**config.mk**
```make
export PLATFORM = sky130hd
export DESIGN_NAME = catmull_rom_path_smoother_core
export DESIGN_NICKNAME = d
export VERILOG_FILES = /design/src/rtl/core/crps_pkg.sv /design/src/rtl/core/catmull_rom_path_smoother_core.sv /design/src/rtl/core/crps_eval_unit.sv
export SDC_FILE = /design/constraint.sdc
export NUM_CORES = 2
export LEC_CHECK = 0
export ABC_AREA = 1
export BUFFER_PORTS_ARGS = -buffer_cell sky130_fd_sc_hd__buf_2
export CAP_MARGIN = 20
export CORE_MARGIN = 10
export CORE_UTILIZATION = 25
export DETAILED_ROUTE_END_ITERATION = 8
export HOLD_SLACK_MARGIN = 0.02
export PLACE_DENSITY = 0.48
export SYNTH_ARGS = -nofsm -noshare
export SYNTH_HDL_FRONTEND = slang
export SYNTH_HIERARCHICAL = 1
export SYNTH_SLANG_ARGS = --single-unit
```
**constraint.sdc**
```tcl
create_clock -name clk -period 19.8 [get_ports clk]
set_input_delay 1.98 -clock clk [delete_from_list [all_inputs] [get_ports clk]]
set_output_delay 1.98 -clock clk [all_outputs]
set_load 0.02 [all_outputs]
```
**src/rtl/core/crps_pkg.sv**
```systemverilog
package crps_pkg;

  localparam int COORD_W = 32;
  localparam int LAYER_W = 4;
  localparam int INDEX_W = 22;
  localparam int STEP_W  = 5;
  localparam int T_W     = 17;
  localparam int DATA_W  = 128;
  localparam int PAD_W   = DATA_W - 3 * COORD_W - LAYER_W - INDEX_W;

  localparam logic [STEP_W-1:0] MAX_STEPS = 5'd16;

  typedef logic [2:0][COORD_W-1:0] point_t;

  typedef struct packed {
    point_t         p0;
    point_t         p1;
    point_t         p2;
    point_t         p3;
    logic [T_W-1:0] t;
  } cr_ops_t;

  typedef struct packed {
    logic [T_W-1:0]    q;
    logic [STEP_W-1:0] r;
  } t_step_t;

  // quotient and remainder of 2^16 / s
  function automatic t_step_t t_step(input logic [STEP_W-1:0] s);
    t_step_t v;
    case (s)
      5'd1:    v = '{q: 17'd65536, r: 5'd0};
      5'd2:    v = '{q: 17'd32768, r: 5'd0};
      5'd3:    v = '{q: 17'd21845, r: 5'd1};
      5'd4:    v = '{q: 17'd16384, r: 5'd0};
      5'd5:    v = '{q: 17'd13107, r: 5'd1};
      5'd6:    v = '{q: 17'd10922, r: 5'd4};
      5'd7:    v = '{q: 17'd9362,  r: 5'd2};
      5'd8:    v = '{q: 17'd8192,  r: 5'd0};
      5'd9:    v = '{q: 17'd7281,  r: 5'd7};
      5'd10:   v = '{q: 17'd6553,  r: 5'd6};
      5'd11:   v = '{q: 17'd5957,  r: 5'd9};
      5'd12:   v = '{q: 17'd5461,  r: 5'd4};
      5'd13:   v = '{q: 17'd5041,  r: 5'd3};
      5'd14:   v = '{q: 17'd4681,  r: 5'd2};
      5'd15:   v = '{q: 17'd4369,  r: 5'd1};
      5'd16:   v = '{q: 17'd4096,  r: 5'd0};
      5'd17:   v = '{q: 17'd3855,  r: 5'd1};
      5'd18:   v = '{q: 17'd3640,  r: 5'd16};
      5'd19:   v = '{q: 17'd3449,  r: 5'd5};
      5'd20:   v = '{q: 17'd3276,  r: 5'd16};
      5'd21:   v = '{q: 17'd3120,  r: 5'd16};
      5'd22:   v = '{q: 17'd2978,  r: 5'd20};
      5'd23:   v = '{q: 17'd2849,  r: 5'd9};
      5'd24:   v = '{q: 17'd2730,  r: 5'd16};
      5'd25:   v = '{q: 17'd2621,  r: 5'd11};
      5'd26:   v = '{q: 17'd2520,  r: 5'd16};
      5'd27:   v = '{q: 17'd2427,  r: 5'd7};
      5'd28:   v = '{q: 17'd2340,  r: 5'd16};
      5'd29:   v = '{q: 17'd2259,  r: 5'd25};
      5'd30:   v = '{q: 17'd2184,  r: 5'd16};
      5'd31:   v = '{q: 17'd2114,  r: 5'd2};
      default: v = '{q: 17'd0,     r: 5'd0};
    endcase
    return v;
  endfunction

endpackage

```
**src/rtl/core/catmull_rom_path_smoother_core.sv**
```systemverilog
// A new waypoint is accepted only in IDLE, after the beats for the last one have been
// issued and the path history updated; output stalls hold it back further. Each
// interpolated point is three axes of seven passes through the one shared 37x18
// multiplier.
// Reset (rst, synchronous, active high) clears the step count and the path history.
module catmull_rom_path_smoother_core (
  input  logic                        clk,
  input  logic                        rst,
  input  logic                        s_axis_tvalid,
  output logic                        s_axis_tready,
  // pos_x, pos_y, pos_z, layer, node_index, zero pad
  input  logic [crps_pkg::DATA_W-1:0] s_axis_tdata,
  // is_refined
  input  logic                        s_axis_tuser,
  input  logic                        s_axis_tlast,
  output logic                        m_axis_tvalid,
  input  logic                        m_axis_tready,
  // out_x, out_y, out_z, out_layer, out_node_index, zero pad
  output logic [crps_pkg::DATA_W-1:0] m_axis_tdata,
  // out_refined
  output logic                        m_axis_tuser,
  output logic                        m_axis_tlast,
  input  logic                        cfg_valid,
  output logic                        cfg_ready,
  input  logic [crps_pkg::STEP_W-1:0] cfg_data
);

  typedef enum logic [2:0] {IDLE, DECIDE, EVAL, WAIT, SEG_EMIT, EMIT_CUR, UPDATE} state_t;

  state_t                         state;
  logic [crps_pkg::STEP_W-1:0]    smoothing_steps;
  logic [crps_pkg::STEP_W-1:0]    steps;
  logic [crps_pkg::STEP_W-1:0]    step_i;
  logic [crps_pkg::T_W-1:0]       t_val;
  logic [crps_pkg::STEP_W-1:0]    t_rem;
  logic                           seg;
  logic [1:0]                     seen;

  crps_pkg::point_t               cur_pt;
  logic [crps_pkg::LAYER_W-1:0]   cur_layer;
  logic [crps_pkg::INDEX_W-1:0]   cur_index;
  logic                           cur_ref;
  logic                           cur_last;

  crps_pkg::point_t               win [3];
  logic [crps_pkg::LAYER_W-1:0]   win_layer [3];
  logic [crps_pkg::INDEX_W-1:0]   win_index [3];

  crps_pkg::cr_ops_t              ops;
  crps_pkg::point_t               res;
  crps_pkg::t_step_t              ts;
  logic [crps_pkg::LAYER_W-1:0]   tag_layer;
  logic [crps_pkg::INDEX_W-1:0]   tag_index;
  logic                           start;
  logic                           done;
  logic                           slot_free;
  logic                           emit;
  logic [crps_pkg::STEP_W:0]      rem_sum;

  assign s_axis_tready = (state == IDLE);
  assign cfg_ready     = 1'b1;
  assign slot_free     = !m_axis_tvalid || m_axis_tready;
  assign emit          = ((state == SEG_EMIT) || (state == EMIT_CUR)) && slot_free;
  assign start         = (state == EVAL);
  assign ts            = crps_pkg::t_step(steps);
  assign rem_sum       = {1'b0, t_rem} + {1'b0, ts.r};

  always_comb begin
    ops.t = t_val;
    if (!seg) begin
      ops.p0    = (seen == 2'd2) ? win[1] : win[0];
      ops.p1    = win[1];
      ops.p2    = win[2];
      ops.p3    = cur_pt;
      tag_layer = win_layer[1];
      tag_index = win_index[1];
    end else begin
      ops.p0    = win[1];
      ops.p1    = win[2];
      ops.p2    = cur_pt;
      ops.p3    = cur_pt;
      tag_layer = win_layer[2];
      tag_index = win_index[2];
    end
  end

  crps_eval_unit u_eval (
    .clk   (clk),
    .rst   (rst),
    .start (start),
    .ops   (ops),
    .done  (done),
    .res   (res)
  );

  always_ff @(posedge clk) begin
    if (rst) begin
      state           <= IDLE;
      smoothing_steps <= '0;
      seen            <= 2'd0;
      seg             <= 1'b0;
      m_axis_tvalid   <= 1'b0;
    end else begin
      if (cfg_valid && cfg_ready) begin
        smoothing_steps <= cfg_data;
      end
      if (m_axis_tready && !emit) begin
        m_axis_tvalid <= 1'b0;
      end
      case (state)
        IDLE: begin
          if (s_axis_tvalid) begin
            cur_pt[0] <= s_axis_tdata[31:0];
            cur_pt[1] <= s_axis_tdata[63:32];
            cur_pt[2] <= s_axis_tdata[95:64];
            cur_layer <= s_axis_tdata[99:96];
            cur_index <= s_axis_tdata[121:100];
            cur_ref   <= s_axis_tuser;
            cur_last  <= s_axis_tlast;
            steps     <= (smoothing_steps > crps_pkg::MAX_STEPS) ?
                         crps_pkg::MAX_STEPS : smoothing_steps;
            state     <= DECIDE;
          end
        end
        DECIDE: begin
          if (seen == 2'd0 || steps == '0) begin
            state <= EMIT_CUR;
          end else if (seen == 2'd1) begin
            state <= cur_last ? EMIT_CUR : UPDATE;
          end else begin
            seg    <= 1'b0;
            step_i <= 5'd1;
            t_val  <= ts.q;
            t_rem  <= ts.r;
            state  <= EVAL;
          end
        end
        EVAL: state <= WAIT;
        WAIT: begin
          if (done) begin
            state <= SEG_EMIT;
          end
        end
        SEG_EMIT: begin
          if (slot_free) begin
            m_axis_tvalid <= 1'b1;
            m_axis_tdata  <= {{crps_pkg::PAD_W{1'b0}}, tag_index, tag_layer,
                              res[2], res[1], res[0]};
            m_axis_tuser  <= 1'b1;
            m_axis_tlast  <= 1'b0;
            if (step_i == steps) begin
              if (!seg && cur_last) begin
                seg    <= 1'b1;
                step_i <= 5'd1;
                t_val  <= ts.q;
                t_rem  <= ts.r;
                state  <= EVAL;
              end else if (!seg) begin
                state <= UPDATE;
              end else begin
                state <= EMIT_CUR;
              end
            end else begin
              step_i <= step_i + 5'd1;
              if (rem_sum >= {1'b0, steps}) begin
                t_val <= t_val + ts.q + 17'd1;
                t_rem <= 5'(rem_sum - {1'b0, steps});
              end else begin
                t_val <= t_val + ts.q;
                t_rem <= rem_sum[crps_pkg::STEP_W-1:0];
              end
              state <= EVAL;
            end
          end
        end
        EMIT_CUR: begin
          if (slot_free) begin
            m_axis_tvalid <= 1'b1;
            m_axis_tdata  <= {{crps_pkg::PAD_W{1'b0}}, cur_index, cur_layer,
                              cur_pt[2], cur_pt[1], cur_pt[0]};
            m_axis_tuser  <= cur_ref;
            m_axis_tlast  <= cur_last;
            state         <= UPDATE;
          end
        end
        UPDATE: begin
          if (cur_last) begin
            seen <= 2'd0;
          end else begin
            win[0]       <= win[1];
            win[1]       <= win[2];
            win[2]       <= cur_pt;
            win_layer[0] <= win_layer[1];
            win_layer[1] <= win_layer[2];
            win_layer[2] <= cur_layer;
            win_index[0] <= win_index[1];
            win_index[1] <= win_index[2];
            win_index[2] <= cur_index;
            seen         <= (seen == 2'd3) ? 2'd3 : seen + 2'd1;
          end
          seg   <= 1'b0;
          state <= IDLE;
        end
        default: state <= IDLE;
      endcase
    end
  end

endmodule

```
**src/rtl/core/crps_eval_unit.sv**
```systemverilog
module crps_eval_unit (
  input  logic              clk,
  input  logic              rst,
  input  logic              start,
  input  crps_pkg::cr_ops_t ops,
  output logic              done,
  output crps_pkg::point_t  res
);

  typedef enum logic [1:0] {IDLE, SETUP, MUL} state_t;

  localparam logic signed [39:0] SAT_MAX = 40'sd2147483647;
  localparam logic signed [39:0] SAT_MIN = -40'sd2147483648;

  state_t             state;
  logic [1:0]         axis;
  logic [2:0]         op;
  logic signed [36:0] coef_b, coef_c, coef_d;
  logic signed [39:0] acc;
  logic signed [54:0] prod;

  logic signed [31:0] a0, a1, a2, a3;
  logic signed [36:0] e0, e1, e2, e3;
  logic signed [36:0] b_s, c_s, d_s;
  logic signed [36:0] fl;
  logic signed [36:0] opnd;
  logic signed [17:0] tq;
  logic signed [54:0] prod_c;
  logic signed [39:0] acc_sum;
  logic signed [39:0] half;
  logic [31:0]        sat;

  assign a0 = $signed(ops.p0[axis]);
  assign a1 = $signed(ops.p1[axis]);
  assign a2 = $signed(ops.p2[axis]);
  assign a3 = $signed(ops.p3[axis]);
  assign e0 = 37'(a0);
  assign e1 = 37'(a1);
  assign e2 = 37'(a2);
  assign e3 = 37'(a3);

  assign b_s = e2 - e0;
  assign c_s = (e0 <<< 1) - (e1 <<< 2) - e1 + (e2 <<< 2) - e3;
  assign d_s = (e1 <<< 1) + e1 - (e2 <<< 1) - e2 + e3 - e0;

  // floor of prod / 2^16; bounded by the operand since T <= 1.0
  assign fl = 37'(prod >>> 16);

  always_comb begin
    case (op)
      3'd0:    opnd = coef_b;
      3'd1:    opnd = coef_c;
      3'd3:    opnd = coef_d;
      default: opnd = fl;
    endcase
  end

  assign tq      = $signed({1'b0, ops.t});
  assign prod_c  = opnd * tq;
  assign acc_sum = acc + 40'(fl);
  assign half    = acc_sum >>> 1;

  always_comb begin
    if (half > SAT_MAX) begin
      sat = SAT_MAX[31:0];
    end else if (half < SAT_MIN) begin
      sat = SAT_MIN[31:0];
    end else begin
      sat = half[31:0];
    end
  end

  always_ff @(posedge clk) begin
    if (rst) begin
      state <= IDLE;
      done  <= 1'b0;
      axis  <= 2'd0;
      op    <= 3'd0;
    end else begin
      done <= (state == MUL) && (op == 3'd6) && (axis == 2'd2);
      case (state)
        IDLE: begin
          if (start) begin
            axis  <= 2'd0;
            state <= SETUP;
          end
        end
        SETUP: begin
          coef_b <= b_s;
          coef_c <= c_s;
          coef_d <= d_s;
          acc    <= 40'(e1) <<< 1;
          op     <= 3'd0;
          state  <= MUL;
        end
        MUL: begin
          prod <= prod_c;
          if (op == 3'd1 || op == 3'd3) begin
            acc <= acc_sum;
          end
          op <= op + 3'd1;
          if (op == 3'd6) begin
            res[axis] <= sat;
            if (axis == 2'd2) begin
              state <= IDLE;
            end else begin
              axis  <= axis + 2'd1;
              state <= SETUP;
            end
          end
        end
        default: state <= IDLE;
      endcase
    end
  end

endmodule

```
After elaboration in Yosys (flattened, before gate mapping)
Memories as Yosys holds them, arrays and structs flattened. A register that Yosys moved wholly into a read port is not among the register bits.
Cells that the tools add are included.
- word-level logic and storage cells: 212
- input port bits: 140
- bits in read-only memories: 704
- output and inout port bits: 133
- memory bits (writable): 366
- memories: 4
- bits in registers: 606
- multiplexer cells: 86
- order comparisons: 6
- bitwise gates (word level): 1
- add/subtract/negate cells: 19
- eq/ne operators: 29
- multiply operators: 1
- reduce and logical (&&, ||, !) cells: 35
- memories (name ; depth ; width ; read ports ; clocked after memory_dff ; wr ports ; line ; RTL):
    (name not given) ; 32 ; 22 ; 1 ; 1 ; 0 ; crps_pkg.sv:31 ; case (s)
    win ; 3 ; 96 ; 3 ; 0 ; 3 ; catmull_rom_path_smoother_core.sv:45 ; crps_pkg::point_t win [3];
    win_index ; 3 ; 22 ; 2 ; 0 ; 3 ; catmull_rom_path_smoother_core.sv:47 ; logic [crps_pkg::INDEX_W-1:0] win_index [3];
    win_layer ; 3 ; 4 ; 2 ; 0 ; 3 ; catmull_rom_path_smoother_core.sv:46 ; logic [crps_pkg::LAYER_W-1:0] win_layer [3];
- operators by type and width (operator ; number):
    $mux 384 ; 1
    $bmux 32 s2 ; 4
    $mux 128 ; 2
    $pmux 128 s2 ; 1
    $mux 32 ; 7
    $pmux 37 s3 ; 1
    $sub 37x32->37 ; 3
    $mux 17 ; 6
    $bwmux 96 ; 1
    $mux 96 ; 1
    $pmux 40 s2 ; 1
    $mux 5 ; 13
    $demux 32 s2 ; 1
    $mul 37x18->53 ; 1
    $add 40x37->40 ; 1
    $mux 40 ; 1
    $gt 39x32->1 const B ; 1
    $lt 39x32->1 const B ; 1
    $add 37x32->37 ; 1
    $add 37x34->37 ; 1
    $sub 35x32->36 ; 1
    $sub 33x34->35 ; 1
    $sub 34x33->35 ; 1
    $add 33x32->34 ; 1
    other kinds (48) ; 124

Depth between registers and ports, before layout
- depth in word-level cells: 10
- gate-level depth with buffers: 36
- gate-level depth less buffers: 33

Modules after synthesis
The synthesis kept the hierarchy.
- by module, submodules not included (module ; times used ; cells an instance ; area each (sq um) ; sequential area each (sq um)):
    crps_eval_unit ; 1 ; 5831 ; 48501.5 ; 8568.2
    catmull_rom_path_smoother_core ; 1 ; 2599 ; 27979.3 ; 19298.5

Worst setup path after synthesis
Ideal clock, no wire load.
- path type: input-to-reg
- start: input port rst
- end: memory win[0][0] (netlist name), enable pin
- buffers on the path: 1
- library setup time: 1057 ps
- arrival: 16128 ps
- required time: 18743 ps
- stages on the path: 2
- setup slack: 2616 ps
- path through: buf_6 > nor2_1
- RTL lines (what ; line ; RTL):
    start: declaration ; catmull_rom_path_smoother_core.sv:8 ; input logic rst,
    end: declaration ; catmull_rom_path_smoother_core.sv:45 ;

Worst setup path after layout
- start: register u_eval.op[0]
- end: register u_eval.prod[47] (data pin)
- word-level cells in the longest chain between the ends: 3
- ends and longest elaborated chain (what ; line ; RTL):
    start: declaration ; crps_eval_unit.sv:17 ; logic [2:0] op;
    start signal: assignment ; crps_eval_unit.sv:101 ; op <= op + 3'd1;
    $eq 3x2->1 (tied with other cells) ; crps_eval_unit.sv:50 ; case (op)
    $pmux 37 s3 * ; crps_eval_unit.sv:50 ;
    $mul 37x18->53 * ; crps_eval_unit.sv:59 ; assign prod_c = opnd * tq;
    net u_eval.prod_c[47] ; crps_eval_unit.sv:28 ; logic signed [54:0] prod_c;
    end signal: assignment ; crps_eval_unit.sv:97 ; prod <= prod_c;
    end: declaration ; crps_eval_unit.sv:20 ; logic signed [54:0] prod;
Mark *: on every way through the listed nets, which the timed path passes. The rest lies on a longest branch.
A chain may end at the register's enable or synchronous reset.

==> flow_summary.json <==
{
  "status": "finished clean",
  "stdcell_area_um2": 86000,
  "startpoint_type": "register",
  "slew_headroom_pct": 11.3,
  "cp-startpoint": "u_eval/op[0]$_SDFFE_PP0P_",
  "crit_buf_inv": 7,
  "max-cap-violations": 0,
  "first_global_vias": 60300,
  "path_clk_slew_ns": 0.06,
  "vias": 57600,
  "crit_fanout": 57,
  "grtUsageTotal_pct": 15.1,
  "drcViolationCount": 0,
  "num_rows": 203,
  "grt_overflow_total": 0,
  "synth-seq-cells": 942,
  "antenna_found_initial": 19,
  "num-nets-final": 9896,
  "grtUsageMet3_pct": 2.47,
  "gp_congestion": 0.918,
  "cts_inserted_buffers": 98,
  "drtPass1Iterations": 6,
  "cp.arrival_ns": 10.61,
  "max_freq_mhz": 98.1,
  "worst_slack_ns": 9.60,
  "slew_violations": 0,
  "synth_cell_type_count": 65,
  "place_inst": 12600,
  "die_h_um": 573,
  "avgSynthCellArea_um2": 9.07,
  "wl_mm": 254,
  "ys_dominant_reg_cell": "edfxtp_1",
  "ant_nets": 0,
  "met1_usage_pct": 20.9,
  "htreeDepth": 3,
  "setup_violations": 0,
  "core_area_um2": 305000,
  "die-area_um2": 328000,
  "final_cells": 12800,
  "timing.final.crit_share_pct": 51.5,
  "cts_buffer_depth": 3,
  "rsz0062_at_grt": "false",
  "final_cell_mix": "nand2_1 (2103), inv_1 (1494), edfxtp_1 (900), fa_1 (814), nor2_1 (713)",
  "netlist_area_um2": 76500,
  "final_common_cell": "nand2_1",
  "area_growth_pct": 12.4,
  "drt-initial-drc-count": 4008,
  "timing.rr.start": "u_eval/op[0]$_SDFFE_PP0P_",
  "yosys_warnings": 6,
  "port-buffer-count": 259,
  "placed_area_um2": 82700,
  "worstHoldPathType": "reg -> reg",
  "grtUsageMet2_pct": 24.7,
  "max_stage_delay_ns": 0.71,
  "post-dp-hpwl_mm": 199,
  "cp-end-kind": "register",
  "cts_setup_buffers": 0,
  "crit_slowest_cell": "buf_4",
  "cts.repair.resized": 0,
  "hold_violations": 0,
  "crit_type": "reg -> reg",
  "fill_cells": 32800,
  "skew_ns": 0.0371,
  "async_flop_share_pct": 0,
  "tns_ns": 0,
  "wl_per_cell_um": 19.8,
  "synth_edf_count": 900,
  "tightest_slew_ns": 1.33,
  "place_ws_ns": 9.67,
  "start_util_pct": 25.1,
  "cts-root-buf": "clkbuf_16",
  "worstHoldStart": "win[0][106]$_DFFE_PP_",
  "holdBufCountCts": 0,
  "clkLatencyLatePin_ns": 0.74,
  "required_ns": 20.21,
  "grt_max_degree": 147,
  "ys_seq_area_share_pct": 36.4,
  "fp.dieW_um": 573,
  "grt.busiest_layer": "met2",
  "crit_family": "adder cells",
  "cts_sinks": 942,
  "io_pins": 273,
  "grt_pass1_wl_mm": 384,
  "vias_per_cell": 4.50,
  "cp_common_cell": "fa_1",
  "drive_gt1_share_pct": 9.56,
  "cts_tree": "yes",
  "syn_inst": 8430,
  "timing.final.crit_period_ns": 10.20
}
worst reg2reg max path: stages, from the launching register on:
cell	delay, ns
dfxtp_1	0.41
ha_1	0.18
ha_1	0.13
buf_4	0.42
nand3b_1	0.68
buf_4	0.71
nand4_1	0.34
o21ai_1	0.67
inv_1	0.61
nand2_1	0.23
fa_1	0.46
fa_1	0.53
fa_1	0.52
inv_1	0.06
fa_1	0.52
fa_1	0.51
inv_1	0.07
fa_1	0.48
inv_1	0.04
ha_1	0.35
a21oi_1	0.20
inv_1	0.09
a21oi_1	0.20
a21boi_0	0.32
nor2_1	0.07
a211oi_1	0.53
o21ai_0	0.33
xor2_1	0.25
kinds of logic after synthesis:
group	after synthesis	synth area share, %
flip-flops	942	36.4
buffers and inverters	1815	9.13
multiplexers	4	0.0540
other	2	0.00982
adder cells (fa/ha/maj)	1132	26.5
AO/OA/AOI/OAI	1008	7.71
XOR/XNOR	198	2.27
AND/OR/NAND/NOR	3329	17.9
flip-flops by register name, indices dropped and copies added, names as in the netlist, 22 cells and up:
| signal | count |
|---|---|
| win | 288 |
| m_axis_tdata | 122 |
| cur_index | 22 |
| win_index | 44 |
| u_eval/prod | 37 |
| cur_pt | 96 |
| ts | 22 |
| u_eval/acc | 40 |
| u_eval/coef_d | 37 |
| u_eval/res | 96 |
| u_eval/coef_c | 37 |
| u_eval/coef_b | 33 |
layer usage:
layer  part of all wire (%)  vias up
li1                       -    27000
met1                     46    28800
met2                     46     1501
met3                    5.9      259
met4                    2.0       28
met5                  0.061        -
path summary, 6_finish.rpt:
| check | end | slack (ns) | cells after the start |
|---|---|---|---|
| min reg2reg | win[0][10]$_DFFE_PP_ | 0.44 | 0 |
| max reg2reg | u_eval/prod[47]$_DFFE_PP_ | 9.60 | 27 |
| max | u_eval/prod[47]$_DFFE_PP_ | 9.60 | 27 |
| min | win[0][10]$_DFFE_PP_ | 0.44 | 0 |
layout make-up:
type	instances	area [um2]	area share, %
clock inverter	68	753	0.876
timing repair buffer	378	2230	2.59
sequential	942	27900	32.4
tap	4100	5130	5.97
clock buffer	113	2530	2.94
inverter	1526	5740	6.67
antenna	1	2.50	0.00291
multi-input combinational	5678	41700	48.5
cells in the mapped netlist, drive strengths merged (2+ instances only):
library cell	count	area share, %
nand4	74	0.61
or2	196	1.6
o221ai	4	0.054
edfxtp	900	35
conb	2	0.0098
nand2	2123	11
nand3	133	0.93
a21o	21	0.21
and3	4	0.033
clkbuf	212	1.0
o22ai	4	0.077
clkinv	18	0.088
a32oi	97	1.1
xnor2	77	0.88
xor2	121	1.4
nor2	742	3.7
o21bai	16	0.16
o21a	19	0.19
a21oi	370	2.4
o2111ai	3	0.034
o21ai	373	2.5
buf	77	0.60
a31oi	54	0.44
a21boi	8	0.079
a221oi	3	0.034
inv	1508	7.4
o211ai	14	0.14
o31ai	6	0.059
a211oi	9	0.088
nand3b	6	0.059
ha	318	5.2
dfxtp	42	1.1
and2	2	0.016
nor3	38	0.29
mux2i	3	0.039
fa	814	21
nor4	11	0.090
stage by stage:
stage                     utilization, %  hold slack (ns)
final                               28.2            0.439
after global placement              27.1            0.429
after floorplan                        -            0.426
after CTS                           28.2            0.441
after detailed placement            27.1            0.432
after global routing                28.2            0.455
Power is not shown: default switching activity piles up to over one toggle a cycle in this logic, so the estimate is an artifact.
